<file path="src/rtl/core/aot_pkg.sv">
package aot_pkg;

  localparam int TABLE_SLOTS = 16;
  localparam int PAGE_BYTES  = 4096;

  localparam int SLOT_W  = (TABLE_SLOTS > 1) ? $clog2(TABLE_SLOTS) : 1;
  localparam int VAL_W   = 34;
  localparam int REM_W   = $clog2(PAGE_BYTES);
  localparam int ENTRY_W = 64;

  localparam logic [1:0] REQ_RECORD  = 2'd0;
  localparam logic [1:0] REQ_RELEASE = 2'd1;
  localparam logic [1:0] REQ_CHECK   = 2'd2;

  localparam logic [2:0] ST_OK      = 3'd0;
  localparam logic [2:0] ST_BAD     = 3'd1;
  localparam logic [2:0] ST_FULL    = 3'd2;
  localparam logic [2:0] ST_MISSING = 3'd3;
  localparam logic [2:0] ST_DENIED  = 3'd4;

endpackage

</file>
<file path="src/rtl/core/aot_ram.sv">
module aot_ram #(
  parameter int WIDTH = 8,
  parameter int DEPTH = 16,
  localparam int AW = (DEPTH > 1) ? $clog2(DEPTH) : 1
) (
  input  logic                  clk,
  input  logic                  we,
  input  logic [AW-1:0]         waddr,
  input  logic [WIDTH-1:0]      wdata,
  input  logic [AW-1:0]         raddr,
  output logic [WIDTH-1:0]      rdata
);

  logic [WIDTH-1:0] mem [DEPTH];

  always_ff @(posedge clk) begin
    if (we) begin
      mem[waddr] <= wdata;
    end
    rdata <= mem[raddr];
  end

endmodule

</file>
<file path="src/rtl/core/allocation_ownership_table.sv">
// Allocation ownership table.
// Request channel: start/busy with in_req_type, in_address, in_length. A request
// is taken on a clock edge with start high and busy low; busy stays high while
// it is worked on.
// Result channel: out_valid strobes for one cycle with out_status and
// out_found_size. The receiver cannot stall it; the next request may be taken
// in the cycle the result is shown.
// Config channel: cfg_valid/cfg_ready writes cfg_kernel_task; ready while idle.
// Timing (N = slots): bad arguments and refused checks are answered in the
// cycle after they are taken; record tests one valid bit a cycle over up to
// N slots; release reads, then compares each of up to N slots from the table
// RAM. A check rounds its start down and its end up in the shared page
// rounding step, tests the walk once, then per page-walk step spends one slot
// scan, one rounding step and one more walk test.
// Reset: synchronous, active low; all slots free, kernel_task cleared. The
// table RAM holds no reset; per-slot valid bits mark live entries.
module allocation_ownership_table
  import aot_pkg::*;
(
  input  logic        clk,
  input  logic        rst_n,
  input  logic        start,
  output logic        busy,
  input  logic [1:0]  in_req_type,
  input  logic [31:0] in_address,
  input  logic [31:0] in_length,
  output logic        out_valid,
  output logic [2:0]  out_status,
  output logic [31:0] out_found_size,
  input  logic        cfg_valid,
  output logic        cfg_ready,
  input  logic        cfg_kernel_task
);

  localparam logic [3:0] S_IDLE    = 4'd0;
  localparam logic [3:0] S_REC     = 4'd1;
  localparam logic [3:0] S_RLS_RD  = 4'd2;
  localparam logic [3:0] S_RLS_CMP = 4'd3;
  localparam logic [3:0] S_DIV     = 4'd4;
  localparam logic [3:0] S_LOOP    = 4'd5;
  localparam logic [3:0] S_CHK_RD  = 4'd6;
  localparam logic [3:0] S_CHK_CMP = 4'd7;

  localparam logic [1:0] D_PFLOOR = 2'd0;
  localparam logic [1:0] D_STOP   = 2'd1;
  localparam logic [1:0] D_PCEIL  = 2'd2;

  logic [3:0]             state_r, state_nxt;
  logic [SLOT_W-1:0]      slot_r, slot_nxt;
  logic [TABLE_SLOTS-1:0] valid_r, valid_nxt;
  logic                   kernel_r;
  logic [31:0]            addr_r, addr_nxt;
  logic [31:0]            len_r, len_nxt;
  logic [VAL_W-1:0]       last_r, last_nxt;
  logic [VAL_W-1:0]       page_r, page_nxt;
  logic [VAL_W-1:0]       stop_r, stop_nxt;
  logic [VAL_W-1:0]       div_src_r, div_src_nxt;
  logic [1:0]             div_dst_r, div_dst_nxt;
  logic                   out_valid_r, out_valid_nxt;
  logic [2:0]             out_status_r, out_status_nxt;
  logic [31:0]            out_size_r, out_size_nxt;

  logic                   ram_we;
  logic [ENTRY_W-1:0]     ram_rdata;
  logic [32:0]            in_last;
  logic [31:0]            rd_base;
  logic [31:0]            rd_len;
  logic [VAL_W-1:0]       rd_end;
  logic                   hit;
  logic                   last_slot;
  logic [REM_W-1:0]       div_rem;
  logic [VAL_W-1:0]       div_floor;
  logic [VAL_W-1:0]       div_ceil;

  aot_ram #(
    .WIDTH (ENTRY_W),
    .DEPTH (TABLE_SLOTS)
  ) u_ram (
    .clk   (clk),
    .we    (ram_we),
    .waddr (slot_r),
    .wdata ({len_r, addr_r}),
    .raddr (slot_r),
    .rdata (ram_rdata)
  );

  assign busy           = (state_r != S_IDLE);
  assign cfg_ready      = ~busy;
  assign out_valid      = out_valid_r;
  assign out_status     = out_status_r;
  assign out_found_size = out_size_r;

  assign in_last   = {1'b0, in_address} + {1'b0, in_length};
  assign rd_base   = ram_rdata[31:0];
  assign rd_len    = ram_rdata[63:32];
  assign rd_end    = VAL_W'(rd_base) + VAL_W'(rd_len);
  assign hit       = valid_r[slot_r] && (page_r >= VAL_W'(rd_base)) && (page_r < rd_end);
  assign last_slot = (slot_r == SLOT_W'(TABLE_SLOTS - 1));
  assign div_rem   = REM_W'(div_src_r % VAL_W'(PAGE_BYTES));
  assign div_floor = div_src_r - VAL_W'(div_rem);
  assign div_ceil  = (div_rem == '0) ? div_src_r : div_floor + VAL_W'(PAGE_BYTES);
  assign ram_we    = (state_r == S_REC) && !valid_r[slot_r];

  always_comb begin
    state_nxt      = state_r;
    slot_nxt       = slot_r;
    valid_nxt      = valid_r;
    addr_nxt       = addr_r;
    len_nxt        = len_r;
    last_nxt       = last_r;
    page_nxt       = page_r;
    stop_nxt       = stop_r;
    div_src_nxt    = div_src_r;
    div_dst_nxt    = div_dst_r;
    out_valid_nxt  = 1'b0;
    out_status_nxt = out_status_r;
    out_size_nxt   = out_size_r;

    case (state_r)
      S_IDLE: begin
        if (start) begin
          addr_nxt       = in_address;
          len_nxt        = in_length;
          last_nxt       = VAL_W'(in_last);
          slot_nxt       = '0;
          out_size_nxt   = '0;
          out_status_nxt = ST_BAD;
          case (in_req_type)
            REQ_RECORD: begin
              if (in_address == '0 || in_length == '0) begin
                out_valid_nxt = 1'b1;
              end else begin
                state_nxt = S_REC;
              end
            end
            REQ_RELEASE: begin
              if (in_address == '0) begin
                out_valid_nxt = 1'b1;
              end else begin
                state_nxt = S_RLS_RD;
              end
            end
            REQ_CHECK: begin
              if (in_address == '0 || in_length == '0) begin
                out_valid_nxt = 1'b1;
              end else if (kernel_r || (in_last[32] && in_last[31:0] != '0)) begin
                out_valid_nxt  = 1'b1;
                out_status_nxt = ST_DENIED;
              end else begin
                div_src_nxt = VAL_W'(in_address);
                div_dst_nxt = D_PFLOOR;
                state_nxt   = S_DIV;
              end
            end
            default: begin
              out_valid_nxt = 1'b1;
            end
          endcase
        end
      end
      S_REC: begin
        if (!valid_r[slot_r]) begin
          valid_nxt[slot_r] = 1'b1;
          out_valid_nxt     = 1'b1;
          out_status_nxt    = ST_OK;
          state_nxt         = S_IDLE;
        end else if (last_slot) begin
          out_valid_nxt  = 1'b1;
          out_status_nxt = ST_FULL;
          state_nxt      = S_IDLE;
        end else begin
          slot_nxt = slot_r + 1'b1;
        end
      end
      S_RLS_RD: begin
        state_nxt = S_RLS_CMP;
      end
      S_RLS_CMP: begin
        if (valid_r[slot_r] && rd_base == addr_r) begin
          valid_nxt[slot_r] = 1'b0;
          out_valid_nxt     = 1'b1;
          out_status_nxt    = ST_OK;
          out_size_nxt      = rd_len;
          state_nxt         = S_IDLE;
        end else if (last_slot) begin
          out_valid_nxt  = 1'b1;
          out_status_nxt = ST_MISSING;
          state_nxt      = S_IDLE;
        end else begin
          slot_nxt  = slot_r + 1'b1;
          state_nxt = S_RLS_RD;
        end
      end
      S_DIV: begin
        case (div_dst_r)
          D_PFLOOR: begin
            page_nxt    = div_floor;
            div_src_nxt = last_r;
            div_dst_nxt = D_STOP;
          end
          D_STOP: begin
            stop_nxt  = div_ceil;
            state_nxt = S_LOOP;
          end
          default: begin
            page_nxt  = div_ceil;
            state_nxt = S_LOOP;
          end
        endcase
      end
      S_LOOP: begin
        if (page_r >= stop_r) begin
          out_valid_nxt  = 1'b1;
          out_status_nxt = ST_OK;
          state_nxt      = S_IDLE;
        end else begin
          slot_nxt  = '0;
          state_nxt = S_CHK_RD;
        end
      end
      S_CHK_RD: begin
        state_nxt = S_CHK_CMP;
      end
      S_CHK_CMP: begin
        if (hit) begin
          div_src_nxt = rd_end;
          div_dst_nxt = D_PCEIL;
          state_nxt   = S_DIV;
        end else if (last_slot) begin
          out_valid_nxt  = 1'b1;
          out_status_nxt = ST_DENIED;
          state_nxt      = S_IDLE;
        end else begin
          slot_nxt  = slot_r + 1'b1;
          state_nxt = S_CHK_RD;
        end
      end
      default: begin
        state_nxt = S_IDLE;
      end
    endcase
  end

  always_ff @(posedge clk) begin
    if (!rst_n) begin
      state_r     <= S_IDLE;
      valid_r     <= '0;
      kernel_r    <= 1'b0;
      out_valid_r <= 1'b0;
    end else begin
      state_r     <= state_nxt;
      valid_r     <= valid_nxt;
      out_valid_r <= out_valid_nxt;
      if (cfg_valid && cfg_ready) begin
        kernel_r <= cfg_kernel_task;
      end
    end
  end

  always_ff @(posedge clk) begin
    slot_r       <= slot_nxt;
    addr_r       <= addr_nxt;
    len_r        <= len_nxt;
    last_r       <= last_nxt;
    page_r       <= page_nxt;
    stop_r       <= stop_nxt;
    div_src_r    <= div_src_nxt;
    div_dst_r    <= div_dst_nxt;
    out_status_r <= out_status_nxt;
    out_size_r   <= out_size_nxt;
  end

endmodule

</file>
<file path="config.mk">
export PLATFORM = sky130hd
export DESIGN_NAME = allocation_ownership_table
export DESIGN_NICKNAME = d
export VERILOG_FILES = /design/src/rtl/core/aot_pkg.sv /design/src/rtl/core/aot_ram.sv /design/src/rtl/core/allocation_ownership_table.sv
export SDC_FILE = /design/constraint.sdc
export NUM_CORES = 2
export LEC_CHECK = 0
export BUFFER_PORTS_ARGS = -buffer_cell sky130_fd_sc_hd__buf_2
export CAP_MARGIN = 15
export CORE_MARGIN = 3
export CORE_UTILIZATION = 55
export CTS_CLUSTER_SIZE = 16
export DETAILED_ROUTE_END_ITERATION = 8
export HOLD_SLACK_MARGIN = 0.03
export PLACE_DENSITY = 0.72
export SLEW_MARGIN = 20
export SYNTH_ARGS = -nofsm -noshare
export SYNTH_HDL_FRONTEND = slang
export SYNTH_SLANG_ARGS = --single-unit
</file>
<file path="constraint.sdc">
create_clock -name clk -period 9.5 [get_ports clk]
set_input_delay 0 -clock clk [delete_from_list [all_inputs] [get_ports clk]]
set_output_delay 0 -clock clk [all_outputs]
set_load 0.02 [all_outputs]
</file>
# == After elaboration in Yosys (flattened, before gate mapping) ==
# Memory sizes are Yosys's and may differ from the RTL's. A register that Yosys moved wholly into a read port is not among the register bits.
# Index checks and enable logic that the tools add are counted.
# word_totals
regBits,262
elab_cells,169
n_memories,1
ramBits,1024
input_bits,71
# op_classes
add_sub_neg,5
mux,74
n_reduce_logical,31
n_lt_le_gt_ge,5
eq_ne,34
n_bitwise,5
# mem_list
memory,depth,word_bits,rd,rd_ports_with_merged_regs,wr,line_no,rtl
u_ram.mem,16,64,1,1,1,aot_ram.sv:14,logic [WIDTH-1:0] mem [DEPTH];
# op_table
cell,n
two-way mux 34 bit,7
one-hot mux 34 bit (3 select lines),1
one-hot mux 34 bit (2 select lines),1
adder 32 x 32 -> 33 bit,2
logical NOT 32 bit,2
two-way mux 32 bit,2
one-hot mux 32 bit (2 select lines),1
two-way mux 4 bit,14
two-way mux 3 bit,14
adder 34 x 13 -> 34 bit (second input constant),1
>= comparator 34 x 32 -> 1 bit,1
>= comparator 34 bit,1
< comparator 34 x 33 -> 1 bit,1
subtractor 34 x 12 -> 34 bit,1
== test 32 bit,1
two-way mux 16 bit,2
one-hot mux 16 bit (2 select lines),1
one-hot mux 4 bit (8 select lines),1
nonzero test 32 bit,1
inequality test 2 bit (second input constant),13
one-hot mux 4 bit (5 select lines),1
inequality test 3 bit (second input constant),6
AND 16 bit,1
== test 4 x 3 -> 1 bit (second input constant),4
other kinds (37),74

# == Depth between registers and ports, before layout ==
# logic_depth
depth_word,9
mapped_depth,24
depth_no_buf,24

# == By module ==
# A second synthesis with hierarchy kept.
# unflattened
cells_unflattened,3260
area_unflattened_um2,56381.6
# modules_own_cells
mod,area_per_inst_um2,cells_each,n_inst
aot_ram,39581.7,1647,1
allocation_ownership_table,16799.9,1613,1

# == Worst setup path before layout ==
# OpenSTA, ideal clock, no wires.
# synth_timing
path_kind,flip-flop to flip-flop
start,reg slot_r[0]
end,"mem u_ram.mem[3][0] in the netlist's numbering, enable pin"
arrival_time_ns,7.932
setup_ns,0.644
stages_incl_launch_ff,5
period_less_slack_ns,8.576
required_time_ns,8.856
setup_slack_ns,0.924
path_buffers,1
path_cell_list,edfxtp_1 buf_1 mux4_2 mux4_2 nor4_1
# synth_between
elab_chain_cells,6
# synth_lines
item,line_no,rtl
"start, declared",allocation_ownership_table.sv:49,"logic [SLOT_W-1:0] slot_r, slot_nxt;"
"start signal, assigned",allocation_ownership_table.sv:261,slot_r <= slot_nxt;
binary-select mux 1 bit (select 4 bit),allocation_ownership_table.sv:102,assign ram_we = (state_r == S_REC) && !valid_r[slot_r];
two-way mux 1 bit (not written as such),allocation_ownership_table.sv:102,
logical NOT 1 bit,--,
logical AND 1 bit,allocation_ownership_table.sv:102,
two-way mux 1 bit,aot_ram.sv:17,if (we) begin
two-way mux 1 bit (not written as such),aot_ram.sv:18,mem[waddr] <= wdata;
"end, declared",aot_ram.sv:14,
# Several ways; a longest one is shown, not always the timed one. The select of a mux whose other input is x is not followed.

# == Final worst setup path ==
# layout_timing
start,reg u_ram.rdata[0] (read register of u_ram.mem)
end,"reg slot_r[0], enable pin"
# layout_between
elab_chain_cells,5
# layout_lines
item,line_no,rtl
"start, declared",aot_ram.sv:11,output logic [WIDTH-1:0] rdata
adder 32 x 32 -> 33 bit / >= comparator 34 x 32 -> 1 bit (equally long branches),"allocation_ownership_table.sv:96, allocation_ownership_table.sv:97",
< comparator 34 x 33 -> 1 bit / logical AND 1 bit (equally long branches),allocation_ownership_table.sv:97,assign hit = valid_r[slot_r] && (page_r >= VAL_W'(rd_base)) && (page_r < rd_end);
logical AND 1 bit,allocation_ownership_table.sv:97,
inequality test 2 bit (no line),--,
AND reduction 6 bit (no line) *,--,
# Mark *: on every way between the ends. The rest lies on a longest branch, timed or not.
# A chain may end at the register's enable or synchronous reset.

==> impl_metrics.py <==
metrics = {
    "outcome": {
        "status": "complete, no violations",
    },
    "floorplanning": {
        "die_h_um": 327,
        "coreArea_um2": 102000,
        "fp-row-count": 117,
        "ios": 109,
        "dieWidth_um": 327,
        "fp.dieArea_um2": 107000,
        "start_util_pct": 55.5,
    },
    "clock_network": {
        "clkSlewWorstSetupHoldPaths_ps": 60,
        "cts_resized": 0,
        "clockRootBuffer": "clkbuf_16",
        "cts_buffers": 137,
        "cts_tree": "done",
        "insertion_delay_ps": 740,
        "clkSinkCount": 1348,
        "clockBufferDepth": 3,
        "cts_max_level": 4,
    },
    "setup_path": {
        "critical-path-max-stage-delay_ps": 770,
        "crit_arrival_ps": 7630,
        "required_ps": 9860,
        "cp_slowest_cell": "nor4_1",
        "cpLargestDelayFamily": "compound AO/OA/AOI/OAI gates",
        "cp_max_fo": 5,
        "critPathCaptureType": "flop",
        "start_kind": "flop",
        "path_common_cell": "a21oi_1",
        "path_cells": "ha_1, inv_1, fa_1, nor2b_1, o21a_1, o21ai_0, a211oi_1, a2111oi_2, o311ai_0, a2111oi_0, or3_1, o21ai_0, a21oi_1, ha_1, nand4_1, or4_1, nor4_1, a2111oi_0, o2111ai_1, a21oi_1, o31a_1, nand2_1, a21oi_1, nor4_1",
        "crit_buf_inv": 1,
        "path_class": "reg -> reg",
        "rrSetupSlack_ps": 2230,
    },
    "sta": {
        "hold_viol_final": 0,
        "setup_viol": 0,
        "fin_crit_ps": 7270,
        "slew_viol_final": 0,
        "fin_ws_ps": 2230,
        "rsz0062_at_grt": "no",
        "slew_headroom_pct": 27.9,
        "post-route-period-util_pct": 76.6,
        "setup_tns_ps": 0,
        "fmax_ghz": 0.137,
        "skew_ps": 19.8,
        "worst_slew_pin_slew_ps": 1080,
    },
    "worst_hold_path": {
        "hold_path.class": "in -> reg",
    },
    "placed_design": {
        "dpl_cell_area_um2": 59000,
        "port_buffers": 108,
        "gp_congestion": 0.991,
        "dp.cells": 4565,
        "dpl.hpwl_um": 96600,
        "place_ws_ps": 2350,
    },
    "synthesis": {
        "synth_edf_count": 1263,
        "synth-simple-area-share_pct": 4.43,
        "synth_top_area_share_pct": 67.0,
        "synth_top_area_cell": "edfxtp_1",
        "syn_area_um2": 56600,
        "synth_cell_types": 76,
        "synth.most_common_cell": "edfxtp_1",
        "avgSynthCellArea_um2": 18.1,
        "synth_xor_xnor_area_share_pct": 1.83,
        "synthArstFlopShare_pct": 0,
        "synth_compound_area_share_pct": 5.21,
        "synth_cells": 3134,
        "synth_flop_cell": "edfxtp_1",
        "synthTopCellsByCount": "1263 x edfxtp_1, 325 x mux4_2, 173 x ha_1, 116 x nand2_1, 115 x inv_1",
        "yosys_warnings": 0,
        "synth.area.top_cells": "edfxtp_1 67%, mux4_2 13%, ha_1 3.8%",
        "ys_seq_area_share_pct": 70.0,
        "synth_seq_cells": 1348,
        "synthAdderAreaFrac_pct": 3.90,
        "synth.area.mux_share_pct": 13.0,
        "synth_top_family_by_area": "multiplexers",
    },
    "grt": {
        "grt_max_degree": 72,
        "grt_pass1_vias": 31446,
        "grt_overflow_total": 0,
        "grt_pass1_wl_um": 216000,
        "grt_usage_pct": 28.1,
        "antenna_found_initial": 15,
    },
    "drt": {
        "drtIter0Drc": 3847,
        "wl_per_cell_um": 30.5,
        "ant_nets": 0,
        "drc": 0,
        "routed_via_density": 6.45,
        "first_pass_iters": 6,
        "num_vias": 31545,
        "routed_wirelength_um": 149000,
    },
    "finish": {
        "area_delta_synth_final_pct": 13.1,
        "instances_no_fill": 4892,
        "fin_nets": 3658,
        "drive_gt1_share_pct": 20.4,
        "stdcell_area_um2": 64000,
    },
    "power": {
        "leakagePower_nw": 21.5,
        "power_mw": 19.6,
        "ir_drop_v": 0.000197,
        "powerDensity_nw_per_um2": 306,
    },
    "run": {
        "drv_cap": 0,
    },
}
==> power breakdown <==
group          leakage [nW]  switching, mW  internal (mW)
sequential             12.2          0.655           7.49
clock                  2.07           2.20           2.94
combinational          7.28           3.65           2.67
total                  21.5           6.50           13.1
==> registers in the layout, summed over array words and instances, names as in the netlist, 2 cells and up, named ones only <==
| signal | flops |
|---|---|
| u_ram.rdata | 64 |
| u_ram.mem | 1024 |
| out_found_size | 32 |
| addr_r | 32 |
| slot_r | 4 |
| len_r | 32 |
| state_r | 3 |
| stop_r | 34 |
| last_r | 33 |
| div_src_r | 33 |
| out_status | 3 |
| div_dst_r | 2 |
| page_r | 34 |
==> worst paths after layout <==
kind / cells after the start / startpoint / to
setup / recovery: 24 / u_ram.rdata[0] / slot_r[0]
hold / removal: 2 / in_length[18] / len_r[18]
setup reg to reg: 24 / u_ram.rdata[0] / slot_r[0]
hold reg to reg: 2 / flop / flop
==> layer usage <==
metal | vias up | part of all wire [%] | wire length, um | global-route usage, %
met5 | - | 0.022 | 33 | 0
met2 | 1570 | 48 | 71000 | 44.2
met1 | 16433 | 41 | 60800 | 40.8
met3 | 247 | 8.5 | 12700 | 4.66
met4 | 4 | 3.1 | 4600 | 9.03
li1 | 13291 | - | - | -
==> cell type report <==
class / instances / area (um2)
Tap cell: 1368 / 1710
Multi-Input combinational cell: 1574 / 16300
Clock inverter: 68 / 569
Inverter: 118 / 455
Clock buffer: 177 / 3690
Sequential cell: 1348 / 39600
Timing Repair Buffer: 233 / 1700
Fill cell: 7083 / 37900
Antenna cell: 6 / 15.0
==> cells by family after synthesis <==
family | Yosys count
xor gates and xnor gates | 118
other | 1
adders and majority gates | 175
AOI/OAI and AO/OA | 442
DFF | 1348
buffers and inverters | 235
and+or+nand+nor | 485
muxes | 330
==> per-stage QoR <==
stage,hold slack [ps],util [%]
global route,71.7,62.8
CTS,31.3,62.8
global placement,263,57.9
finish,83.9,62.8
floorplan,98.9,-
detailed placement,275,57.9
==> cell usage in the layout (no fill, tap or decap), types with 31 or more instances in the layout <==
| cell type | n |
|---|---|
| edfxtp_1 | 1263 |
| mux4_2 | 325 |
| ha_1 | 173 |
| clkbuf_16 | 141 |
| nand2_1 | 115 |
| inv_1 | 110 |
| a21oi_1 | 108 |
| buf_2 | 108 |
| o21ai_0 | 91 |
| dfxtp_1 | 85 |
| nor2_1 | 80 |
| xnor2_1 | 76 |
| dlygate4sd3_1 | 74 |
| buf_4 | 48 |
| and2_1 | 42 |
| xor2_1 | 42 |
| a21o_1 | 41 |
| nand4_1 | 37 |
| nand3_1 | 36 |
| clkbuf_1 | 33 |
| nor3_1 | 31 |
==> repair_timing <==
action                                  in CTS  in global routing
hold buffers                                74                  0
endpoints found under the hold margin      136                  0
endpoints found under the setup margin       0                  0
setup buffers                                0                  0
Power figures use the tool's default switching activity.
